### config.mk
export PLATFORM = sky130hd
export DESIGN_NAME = nnt_ram
export DESIGN_NICKNAME = d
export VERILOG_FILES = /design/src/nearest_neighbour_tour_assert.svh /design/src/nnt_ram.sv
export SDC_FILE = /design/constraint.sdc
export NUM_CORES = 1
export LEC_CHECK = 0
export BUFFER_PORTS_ARGS = -buffer_cell sky130_fd_sc_hd__buf_2
export CAP_MARGIN = 30
export CORE_ASPECT_RATIO = 0.9
export CORE_MARGIN = 1.5
export CORE_UTILIZATION = 50
export DETAILED_ROUTE_END_ITERATION = 7
export PLACE_DENSITY = 0.66
export SYNTH_ARGS = -nofsm -noshare
export SYNTH_HDL_FRONTEND = slang
export SYNTH_SLANG_ARGS = --single-unit
### constraint.sdc
create_clock -name aclk -period 2.6 [get_ports aclk]
set_clock_uncertainty 0.15 [all_clocks]
set_input_delay 0.26 -clock aclk [delete_from_list [all_inputs] [get_ports aclk]]
set_output_delay 0.26 -clock aclk [all_outputs]
set_load 0.03 [all_outputs]
### src/nearest_neighbour_tour_assert.svh
// assertion macros shared by the nearest neighbour tour block
`ifndef NEAREST_NEIGHBOUR_TOUR_ASSERT_SVH
`define NEAREST_NEIGHBOUR_TOUR_ASSERT_SVH

// consequent checked in the same cycle as the antecedent
`define NNT_ASSERT_NOW(name, clk, rstn, ante, cons) \
    name: assert property (@(posedge clk) disable iff (!rstn) (ante) |-> (cons)) \
        else $error("nnt assertion failed");

// consequent checked in the cycle after the antecedent
`define NNT_ASSERT_NEXT(name, clk, rstn, ante, cons) \
    name: assert property (@(posedge clk) disable iff (!rstn) (ante) |=> (cons)) \
        else $error("nnt assertion failed");

`endif

### src/nnt_ram.sv
// generic single write port ram with registered read
module nnt_ram #(
    parameter int WIDTH = 8,
    parameter int DEPTH = 64
) (
    input  logic                                   aclk,
    input  logic                                   wr_en,
    input  logic [(DEPTH > 1 ? $clog2(DEPTH) : 1)-1:0] wr_addr,
    input  logic [WIDTH-1:0]                       wr_data,
    input  logic                                   rd_en,
    input  logic [(DEPTH > 1 ? $clog2(DEPTH) : 1)-1:0] rd_addr,
    output logic [WIDTH-1:0]                       rd_data
);

    logic [WIDTH-1:0] mem [DEPTH];
    logic [WIDTH-1:0] rd_data_reg;

    always_ff @(posedge aclk) begin
        if (wr_en) begin
            mem[wr_addr] <= wr_data;
        end
        if (rd_en) begin
            rd_data_reg <= mem[rd_addr];
        end
    end

    assign rd_data = rd_data_reg;

endmodule

# After elaboration in Yosys (flattened, before gate mapping)
# Memories as Yosys holds them, arrays and structs flattened. A register that Yosys moved wholly into a read port is not among the register bits.
# Cells that the tools add are included.
# Widths: inputs -> output; s select.
# totals
n_memories,1
regBits,0
out_inout_bits,8
inputBits,23
wordCells,3
ram_bits,512
# classes
mux,2
# mem_list
name,words,word_bits,read_ports,rd_ports_with_merged_regs,write_ports,line_no,text
mem,64,8,1,1,1,nnt_ram.sv:15,logic [WIDTH-1:0] mem [DEPTH];
# ops
cell,count
$mux 1,2

# Longest topological paths before layout
# logic_depth
word_depth,2
mapped_depth,9
depth_no_buf,5

# Least setup slack after synthesis
# OpenSTA, ideal clock, no wires.
# synth_path
path_kind,input port to flip-flop
startpoint,input rd_addr[1] (netlist bit)
endpoint,register rd_data_reg[3] (netlist: rd_data[3]) (read register of mem) (data pin)
path_stages,7
arrival_time_ps,1800
n_path_buf,3
path_slack_ps,384
setup_ps,266
cell_sequence,buf_4 buf_2 buf_2 mux4_2 mux4_2 o21ai_1 o41ai_1
# synth_lines
element,line_no,text
start: declaration,nnt_ram.sv:11,"input logic [(DEPTH > 1 ? $clog2(DEPTH) : 1)-1:0] rd_addr,"
end: declaration,nnt_ram.sv:16,logic [WIDTH-1:0] rd_data_reg;

==> summary.txt <==
Route
  – Residual DRC count: 0
  – Average vias per placed instance: between 5 and 6
  – Routed via count: 9987
  – Total wire length after detailed routing: 44.3 mm
  – Antenna Violating Nets Remaining: 0
  – Drt pass-1 iters: 5
  – DRC violation total after the first TritonRoute iteration: between 1k and 1.5k
  – Avg WL per Cell: 26.4 µm

Pwr
  – Share of power burned in the clock network: 0.431
  – Cell area power density: 760 mW/mm²
  – Share of total power consumed by net switching: 0.202
  – Register share of total power: 0.518
  – Internal power: approximately 14000 µW
  – Net switching component of the power: 3630 µW
  – Power, Total: 18000 µW
  – Standby leakage power: 0.00772 µW
  – Share of power burned in combinational logic: 0.051
  – Worst voltage drop across the vdd grid: 548 µV

GRT
  – Number of antenna violations at the first check in global routing: 1
  – Pin count of the biggest net entering global routing: 65
  – Remaining global-route overflow: 0
  – Overall Global Routing Usage: 0.220
  – First-pass GRT wire length: about 67 mm
  – Via count of the first global-routing pass: ~10k

Timing
  – Post-layout worst setup margin: between 200 and 300 ps
  – Setup repair after global routing missed its margin: no
  – Slew headroom: 0.417
  – Endpoints failing setup: 0
  – Share of the clock period used by the worst path after layout: 0.885
  – Number of slew-limit violations in the final report: 0
  – Final hold vios: 0
  – Min cycle time layout: 2300 ps
  – Maximum clock rate: 435 MHz
  – Pin slew with the least headroom to its limit: 874 ps
  – Worst hold slack after final layout: ~62 ps

Flow run
  – MaxCap Viol Count: 0

Cells and area
  – # fillers: 2858
  – Final instance area: approximately 0.024 mm²
  – Nets: 1133
  – Fraction of final layout cells with drive strength greater than 1: 0.333
  – Synth-to-layout area growth: 17.0%
  – Leading cell type in the layout, fill and taps excluded: edfxtp_1
  – Ant diodes: 0
  – Number of flip-flops under the largest register name: 512
  – Leading cell types in the layout, fill and taps excluded: edfxtp_1, buf_4, mux4_2

Logic synthesis
  – Synthesized-area fraction occupied by and/or/nand/nor cells: 0.0337
  – Ys flop type: edfxtp_1
  – Average cell area after synthesis: 21.5 µm²
  – XOR/XNOR Fraction of Synth Area: 0
  – Register area share after synthesis: 0.771
  – Post-synthesis instance area: 0.0202 mm²
  – Synth Area in Compound Gates: 0.0206
  – Mapped Nets: 963
  – Yosys warning count: 0
  – Multiplexer area fraction after synthesis: 0.159
  – Gate count after technology mapping: 940
  – Largest family of logic cells by synthesized area: multiplexers
  – Async set-reset flop share out of synthesis: 0
  – Seq cells post-synth: 520
  – Adder-cell area share of the yosys netlist: 0
  – Number of flops mapped to enable cells by yosys: 520
  – Library cells used by synthesis: 39

Critical path
  – Crit path from: mem[16][4]
  – R2R Path End: rd_data[4]
  – Cells on worst reg2reg path: 5
  – Crit path max fanout: 1
  – Largest stage delay on the critical path: ~460 ps
  – R2r setup slk: 300 ps
  – CP Launch Type: register
  – RR Startpoint: mem[16][4]
  – Last element of the critical path: rd_data[4]
  – Required time at the worst-slack endpoint: between 2000 and 3000 ps
  – Arrival time of the worst setup path: 2480 ps
  – Max stage delay cell, worst path: mux4_2
  – Cells traversed along the worst timing path: mux4_2 -> mux2_2 -> o221a_2 -> nor3_1 -> o32ai_1
  – Worst Setup Path Type: reg2reg
  – Crit end category: register

Clock network
  – Clock transition time at the flip-flop clock pins of the worst setup and hold paths: 60 ps
  – Clock latency of the later-clocked register in the worst-skew pair: 590 ps
  – Number of clock sinks: 520
  – CTS H-Tree Depth: 2
  – Root buffer cell: clkbuf_16
  – Buffer depth of the longest clock path: 3
  – Clock buffer count from CTS: between 50 and 60
  – Clock tree from TritonCTS: built

Placed design
  – Routability congestion estimate: around 0.86
  – Post-placement worst setup slack: -42.2 ps
  – Count of buffers inserted at the top-level ports: 30
  – Total cell area at the placement stage: 0.0219 mm²
  – Detailed Place HPWL: 28.3 mm

Floorplanning
  – Core Footprint: 0.0397 mm²
  – Vertical die dimension: a little under 200 µm
  – Number of placement rows: between 60 and 70
  – Die Span X: 215 µm
  – Initial cell density of the core: 0.510
  – Area enclosed by the die boundary: approximately 0.042 mm²
  – I/O pin count: 31

Status
  – Outcome: complete, no violations

Worst hold path
  – Path type of the worst min-delay path: in2reg
## kinds of logic (layout without fill, tap and decap cells)
family | count (synthesis) | count (layout)
DFF | 520 | 520
muxes | 162 | 162
and+or+nand+nor | 153 | 153
AOI/OAI and AO/OA | 54 | 54
buffers and inverters | 51 | 262
## how the worst min path moves through the flow
stage	startpoint	end	cells after the start
floorplan	wr_data[0]	mem[0][0]	0
global placement	rd_en	rd_data[5]	1
CTS	rd_addr[5]	rd_data[4]	3
detailed placement	rd_en	rd_data[7]	1
finish	wr_data[5]	mem[50][5]	1
global route	wr_data[5]	mem[50][5]	1
## power by group through the flow
stage	registers, µW	clock network (µW)	logic (µW)
CTS	9320	7890	933
finish	9320	7760	923
global route	9320	8210	985
floorplan	9510	0	495
detailed placement	9500	0	927
global placement	9500	0	917
## cells in the mapped netlist (3+ instances only)
| cell | instances | area share |
|---|---|---|
| a211oi_1 | 4 | 0.0015 |
| a21oi_1 | 3 | 0.00074 |
| a221oi_1 | 6 | 0.0026 |
| a22oi_1 | 3 | 0.0011 |
| buf_1 | 4 | 0.00074 |
| buf_2 | 11 | 0.0027 |
| buf_4 | 13 | 0.0048 |
| buf_6 | 4 | 0.0022 |
| clkbuf_1 | 17 | 0.0032 |
| edfxtp_1 | 520 | 0.77 |
| mux2_2 | 13 | 0.0072 |
| mux2i_1 | 23 | 0.011 |
| mux4_2 | 126 | 0.14 |
| nand2_1 | 19 | 0.0035 |
| nand2b_1 | 7 | 0.0022 |
| nand3_1 | 13 | 0.0032 |
| nand3b_1 | 3 | 0.0011 |
| nor2_1 | 83 | 0.015 |
| nor2b_1 | 14 | 0.0043 |
| nor3_1 | 7 | 0.0017 |
| o2111ai_1 | 3 | 0.0013 |
| o221ai_1 | 8 | 0.0035 |
| o22ai_1 | 8 | 0.0025 |
| o2bb2ai_1 | 3 | 0.0013 |
## per-stage QoR
| step | setup TNS, ps | util | cells |
|---|---|---|---|
| detailed placement | -54.1 | 0.551 | 1586 |
| CTS | 0 | 0.597 | 1683 |
| global route | 0 | 0.597 | 1683 |
| floorplan | 0 | - | 940 |
| finish | 0 | 0.597 | 1683 |
| global placement | -70.8 | 0.551 | 1586 |
## area by class of cell
cell class	instances	area (µm²)	area share
sequential	520	15600	0.659
multi-input combinational	369	4320	0.182
clock buffer	60	1350	0.0571
timing repair buffer	168	1330	0.0562
tap	532	666	0.0281
clock inverter	34	412	0.0174
## timing repair
action                                 4_1_cts  5_1_grt
hold buffers                                 3        0
buffers inserted                             0        0
gates resized for setup                      0        0
endpoints found under the hold margin       19        0
## routing by layer
metal	GRT usage	routed length (µm)
met1	0.333	19500
met2	0.331	20800
met3	0.0398	3020
met4	0.0637	1060
met5	0	10
## critical path: cells and delay by family, from the launching register on
kind | cells | cell delay [ps]
compound gates | 2 | 420
flops | 1 | 370
mux | 2 | 740
simple gates | 1 | 370
No activity file was read; power rests on OpenSTA's default activity.
