[src/nearest_neighbour_tour_assert.svh]
// assertion macros shared by the nearest neighbour tour block
`ifndef NEAREST_NEIGHBOUR_TOUR_ASSERT_SVH
`define NEAREST_NEIGHBOUR_TOUR_ASSERT_SVH

// consequent checked in the same cycle as the antecedent
`define NNT_ASSERT_NOW(name, clk, rstn, ante, cons) \
    name: assert property (@(posedge clk) disable iff (!rstn) (ante) |-> (cons)) \
        else $error("nnt assertion failed");

// consequent checked in the cycle after the antecedent
`define NNT_ASSERT_NEXT(name, clk, rstn, ante, cons) \
    name: assert property (@(posedge clk) disable iff (!rstn) (ante) |=> (cons)) \
        else $error("nnt assertion failed");

`endif

[src/nnt_pkg.sv]
// shared widths, constants and control types of the nearest neighbour tour block
package nnt_pkg;

    localparam int TOWN_W    = 6;
    localparam int DIST_IN_W = 24;
    localparam int LEN_W     = 30;
    localparam int CNT_W     = 7;

    localparam logic [CNT_W-1:0] TOWN_COUNT_RESET = 7'd64;
    localparam logic [CNT_W-1:0] MIN_TOWNS        = 7'd2;
    localparam logic [LEN_W-1:0] LENGTH_MAX       = {LEN_W{1'b1}};

    // sequencer controls for the shared compare and accumulate unit
    typedef struct packed {
        logic scan_start;
        logic cmp_en;
        logic acc_clear;
        logic acc_en;
        logic acc_close;
    } unit_ctl_t;

endpackage

[src/nnt_unit.sv]
// shared nearest town compare and saturating tour length accumulator
module nnt_unit #(
    parameter int DIST_W = 24,
    parameter int IW     = 6
) (
    input  logic                   aclk,
    input  logic                   aresetn,
    input  nnt_pkg::unit_ctl_t     ctl,
    input  logic [DIST_W-1:0]      rd_data,
    input  logic [IW-1:0]          cand_town,
    output logic [IW-1:0]          nearest_town,
    output logic [nnt_pkg::LEN_W-1:0] length
);

    logic                      found_reg;
    logic                      found_next;
    logic [DIST_W-1:0]         nearest_dist_reg;
    logic [IW-1:0]             nearest_town_reg;
    logic [nnt_pkg::LEN_W-1:0] length_reg;
    logic [nnt_pkg::LEN_W-1:0] length_next;
    logic                      take;
    logic [DIST_W-1:0]         addend;
    logic [nnt_pkg::LEN_W:0]   sum;

    always_comb begin
        // strict less-than keeps the lowest index on a tie
        take   = ctl.cmp_en && (!found_reg || (rd_data < nearest_dist_reg));
        addend = ctl.acc_close ? rd_data : nearest_dist_reg;
        sum    = {1'b0, length_reg} + (nnt_pkg::LEN_W + 1)'(addend);

        found_next = found_reg;
        if (ctl.scan_start) begin
            found_next = 1'b0;
        end else if (take) begin
            found_next = 1'b1;
        end

        length_next = length_reg;
        if (ctl.acc_clear) begin
            length_next = '0;
        end else if (ctl.acc_en) begin
            length_next = sum[nnt_pkg::LEN_W] ? nnt_pkg::LENGTH_MAX
                                              : sum[nnt_pkg::LEN_W-1:0];
        end
    end

    always_ff @(posedge aclk) begin
        if (!aresetn) begin
            found_reg <= 1'b0;
        end else begin
            found_reg <= found_next;
        end
    end

    always_ff @(posedge aclk) begin
        if (take) begin
            nearest_dist_reg <= rd_data;
            nearest_town_reg <= cand_town;
        end
        length_reg <= length_next;
    end

    assign nearest_town = nearest_town_reg;
    assign length       = length_reg;

endmodule

[config.mk]
export PLATFORM = sky130hd
export DESIGN_NAME = nnt_unit
export DESIGN_NICKNAME = d
export VERILOG_FILES = /design/src/nearest_neighbour_tour_assert.svh /design/src/nnt_pkg.sv /design/src/nnt_unit.sv
export SDC_FILE = /design/constraint.sdc
export NUM_CORES = 1
export LEC_CHECK = 0
export BUFFER_PORTS_ARGS = -buffer_cell sky130_fd_sc_hd__buf_2
export CAP_MARGIN = 40
export CORE_MARGIN = 2
export CORE_UTILIZATION = 57
export CTS_CLUSTER_SIZE = 40
export DETAILED_ROUTE_END_ITERATION = 10
export MAX_ROUTING_LAYER = met4
export PLACE_DENSITY = 0.81
export SETUP_SLACK_MARGIN = 0.2
export SYNTH_ARGS = -nofsm -noshare
export SYNTH_HDL_FRONTEND = slang
export SYNTH_SLANG_ARGS = --single-unit
[constraint.sdc]
create_clock -name aclk -period 3.4 [get_ports aclk]
set_input_delay 0 -clock aclk [delete_from_list [all_inputs] [get_ports aclk]]
set_output_delay 0 -clock aclk [all_outputs]
set_load 0.005 [all_outputs]
# Yosys cells after proc, flatten, opt, wreduce, memory -nomap -nowiden
# Cells that the tools add are included.
# classes
addsub	1
n_lt_le_gt_ge	1
n_mux	2
bitwise	1
reduce_logical	4
# op_table
operator	count
$add A30 B24 Y31	1
$mux W30	1
$lt A24 B24 Y1	1
$mux W24	1
$reduce_or A2 Y1	1
$logic_and A1 B1 Y1	1
$logic_not A1 Y1	1
$logic_or A1 B1 Y1	1
$not A1 Y1	1
# word_totals
regBits	61
inputBits	37
output_inout_bits	36
elab_cells	13

# Longest topological paths before layout
# logic_depth
ltp_word	3
depth_mapped	15
depth_no_buf	10

# Least setup slack after synthesis
# Ideal clock, no wire load.
# synth_timing
path_type	input to register
startpoint	input port ctl[0] in the netlist's numbering
endpoint	register length_reg (netlist bit length[18])
setup_time_ns	0.144
arrival_ns	2.609
required_time_ns	3.256
path_slack_ns	0.647
stages	14
path_buffers	4
path_cell_list	clkbuf_1 -> clkbuf_1 -> nand2_1 -> o21ai_0 -> ha_1 -> clkbuf_1 -> a21o_1 -> a21o_1 -> a211o_1 -> a311oi_2 -> a211oi_4 -> nor2b_1 -> buf_2 -> a311oi_2
# synth_between
elab_chain_len	3
# synth_rtl
element	line_no	source
from (decl)	nnt_unit.sv:8	input nnt_pkg::unit_ctl_t ctl,
$mux W24	nnt_unit.sv:28	addend = ctl.acc_close ? rd_data : nearest_dist_reg;
$add A30 B24 Y31	nnt_unit.sv:29	sum = {1'b0, length_reg} + (nnt_pkg::LEN_W + 1)'(addend);
$mux W30	nnt_unit.sv:42	length_next = sum[nnt_pkg::LEN_W] ? nnt_pkg::LENGTH_MAX
to (signal assigned)	nnt_unit.sv:60	length_reg <= length_next;
to (decl)	nnt_unit.sv:19	logic [nnt_pkg::LEN_W-1:0] length_reg;
# No other way between the ends.
# A chain may end at the register's enable or synchronous reset.

# Worst setup path after layout
# layout_timing
startpoint	register nearest_dist_reg[0]
endpoint	register length_reg (netlist bit length[20])
# layout_between
elab_chain_len	3
# layout_rtl
element	line_no	source
from (decl)	nnt_unit.sv:17	logic [DIST_W-1:0] nearest_dist_reg;
from (signal assigned)	nnt_unit.sv:57	nearest_dist_reg <= rd_data;
$mux W24	nnt_unit.sv:28	
$add A30 B24 Y31	nnt_unit.sv:29	
$mux W30	nnt_unit.sv:42	
# No other way between the ends.

==> results_dict.tcl <==
set metrics [dict create \
    synthTopCellsByCount "ha_1, o21ai_0, nand2_1, nor2_1, a21oi_1" \
    fin_crit_sh 0.8758 \
    viasPerCell 5.755 \
    netlist_area_mm2 0.004219 \
    p_int_mw 1.635 \
    r2r_slack_ns 0.42 \
    grt_use_total 0.2704 \
    r2r_end "length[20]$_SDFFE_PP0P_" \
    clk_pin_slew_worst_paths_ns 0.07 \
    grt_pass1_wl_um 17420 \
    synth_most_common_cell "ha_1" \
    combPwrFrac 0.305 \
    pre_cts_ws_ns 0.2481 \
    syn_inst 463 \
    antenna_found_initial 0 \
    yosysSeqAreaShare 0.3606 \
    final_max_slew_viol_count 0 \
    tns_ns 0 \
    area_growth_pct 24.08 \
    drive_above_1_share 0.1982 \
    finalSetupViolCount 0 \
    p_per_area_mw_per_mm2 454.3 \
    start_util 0.5848 \
    die_x_um 90.04 \
    synth_edf_count 30 \
    p_switching_mw 0.7433 \
    post-route-drc-count 0 \
    power.leakage_nw 2.342 \
    numClockSinks 61 \
    synth_area_leaders "edfxtp_1, dfxtp_1, ha_1" \
    max-vdd-ir-drop_uv 309.6 \
    htree_levels 3 \
    vias 3850 \
    ctsLongestPathBuffers 2 \
    drtIter0Drc 154 \
    insertion_delay_ns 0.35 \
    syn-mean-instance-area_um2 9.112 \
    die_h_um 90.04 \
    status "finished clean" \
    finalWorstSetupSlack_ns 0.4222 \
    dp_hpwl_um 7431 \
    ys_async_sr_fraction 0 \
    antenna_cells 0 \
    end_kind "register" \
    syn_nets 548 \
    place.gp.congestion 0.9293 \
    grt_max_degree 48 \
    min_from "ctl[3]" \
    worst_pin_slew_ns 0.7299 \
    max_freq_mhz 335.8 \
    postCtsSetupBuffers 0 \
    min_path_type "input pin to register" \
    cts_tree "done" \
    worstPathArrival_ns 3.24 \
    synth_ff_type "dfxtp_1" \
    max-cap-violations 0 \
    routedWlPerCell_um 15.51 \
    p_seq_frac 0.368 \
    relSlewSlack 0.5134 \
    clkPwrFrac 0.327 \
    num-nets-final 650 \
    ys_ff_latch 61 \
    numCtsBuffers 9 \
    critPathRequiredTime_ns 3.66 \
    synth_top_cell_area_share 0.2135 \
    r2r_cells 11 \
    r2r-start "nearest_dist_reg[0]$_DFFE_PP_" \
    critPathLaunchType "register" \
    drtPass1Iterations 5 \
    design.die.area_mm2 0.008106 \
    hold_depth 2 \
    synth.largest_area_cell "edfxtp_1" \
    cts-root-buf "clkbuf_8" \
    ios 73 \
    grt_pass1_vias 3854 \
    core_mm2 0.007214 \
    ys_types 50 \
    worstSetupPathType "register to register" \
    layout_min_cycle_time_ns 2.978 \
    path_max_fanout 4 \
    wirelength_um 10380 \
    numPortBuffers 72 \
    swShare 0.3125 \
    holdPathEnd "nearest_dist_reg[23]$_DFFE_PP_" \
    rows 31 \
    gr-total-overflow 0 \
    largest_reg_flops 30 \
    rsz0062_at_grt "no" \
    hold_violations 0 \
    finClkSkew_ns 0.01231 \
    yosysWarnings 0 \
    ant_nets 0 \
]
## routing by layer
metal / wire length [um] / track usage
met1: 4666 / 0.3257
met2: 5132 / 0.4543
met3: 405 / 0.05616
met4: 172 / 0.08974
met5: 0 / -
## per-stage QoR
stage / utilization / total power, mW / area (um2) / std cells / hold WS, ns
final: 0.7256 / 2.378 / 5235 / 669 / 0.1667
after floorplan: - / 1.383 / 4219 / 463 / 0.07615
after global routing: 0.7256 / 2.508 / 5235 / 669 / 0.1818
after global placement: 0.6485 / 1.556 / 4678 / 621 / 0.1592
after detailed placement: 0.6485 / 1.576 / 4678 / 621 / 0.1741
after CTS: 0.7255 / 2.382 / 5234 / 669 / 0.1654
## placed cells by master, fill, tap and decap left out, drive strengths merged, types with 7 or more instances in the layout
cell type / synthesis / final
a31oi: 7 / 7
nor2: 38 / 38
inv: 31 / 31
nand3: 13 / 13
dlygate4sd3: 0 / 32
nand2: 38 / 38
a311oi: 17 / 17
xnor2: 12 / 12
o211ai: 7 / 7
a21o: 17 / 17
o21ai: 40 / 40
ha: 47 / 47
xor2: 8 / 8
dfxtp: 31 / 31
buf: 3 / 78
clkbuf: 16 / 13
nand4: 7 / 7
a211oi: 17 / 17
edfxtp: 30 / 30
a21oi: 34 / 34
## how the worst max path moves through the flow
stage,start,slack (ns),to,cells past startpoint
after floorplan,ctl[0],0.65,length[18]$_SDFFE_PP0P_,14
after global placement,ctl[0],0.41,length[20]$_SDFFE_PP0P_,12
after detailed placement,ctl[0],0.25,length[5]$_SDFFE_PP0P_,10
after CTS,nearest_dist_reg[17]$_DFFE_PP_,0.40,length[5]$_SDFFE_PP0P_,10
after global routing,nearest_dist_reg[1]$_DFFE_PP_,0.21,length[4]$_SDFFE_PP0P_,10
final,nearest_dist_reg[0]$_DFFE_PP_,0.42,length[20]$_SDFFE_PP0P_,11
## cell type report
type	instances	area [um2]
flip-flops and latches	61	1521
multi-input cells	352	2500
clock inverters	3	65.06
repair buffers	110	738.2
clock buffers	13	170.2
inverters	31	116.4
well taps	99	123.9
fillers	549	1979
## power by group through the flow
stage	logic [mW]	registers, mW	clock network (mW)
global route	0.807	0.883	0.818
finish	0.725	0.875	0.778
global placement	0.666	0.890	0
floorplan	0.496	0.887	0
CTS	0.719	0.875	0.787
detailed placement	0.685	0.891	0
## kinds of logic (layout without fill, tap and decap cells)
| kind of cell | after synthesis | after routing | share of synthesized area |
|---|---|---|---|
| xor+xnor | 20 | 20 | 0.04152 |
| fa+ha+maj | 48 | 48 | 0.1441 |
| flops | 61 | 61 | 0.3606 |
| compound gates | 159 | 159 | 0.2687 |
| mux | 1 | 1 | 0.002669 |
| buf+inv | 50 | 157 | 0.04715 |
| simple gates | 124 | 124 | 0.1352 |
## timing repair
item | CTS | global route
setup endpoints to repair | 0 | 4
resized for setup | 0 | 1
hold endpoints to repair | 31 | 0
hold buffers | 32 | 0
## worst max-delay path, stage by stage, from the launching register on
cell	delay, ns
edfxtp_1	0.41
mux2_2	0.28
ha_1	0.22
fa_1	0.42
a21oi_1	0.18
o21ai_0	0.18
a31oi_1	0.27
buf_4	0.18
a211oi_1	0.12
a31oi_1	0.29
xor2_1	0.11
a211oi_1	0.22
Note: power is estimated with default switching activity, not from simulation.
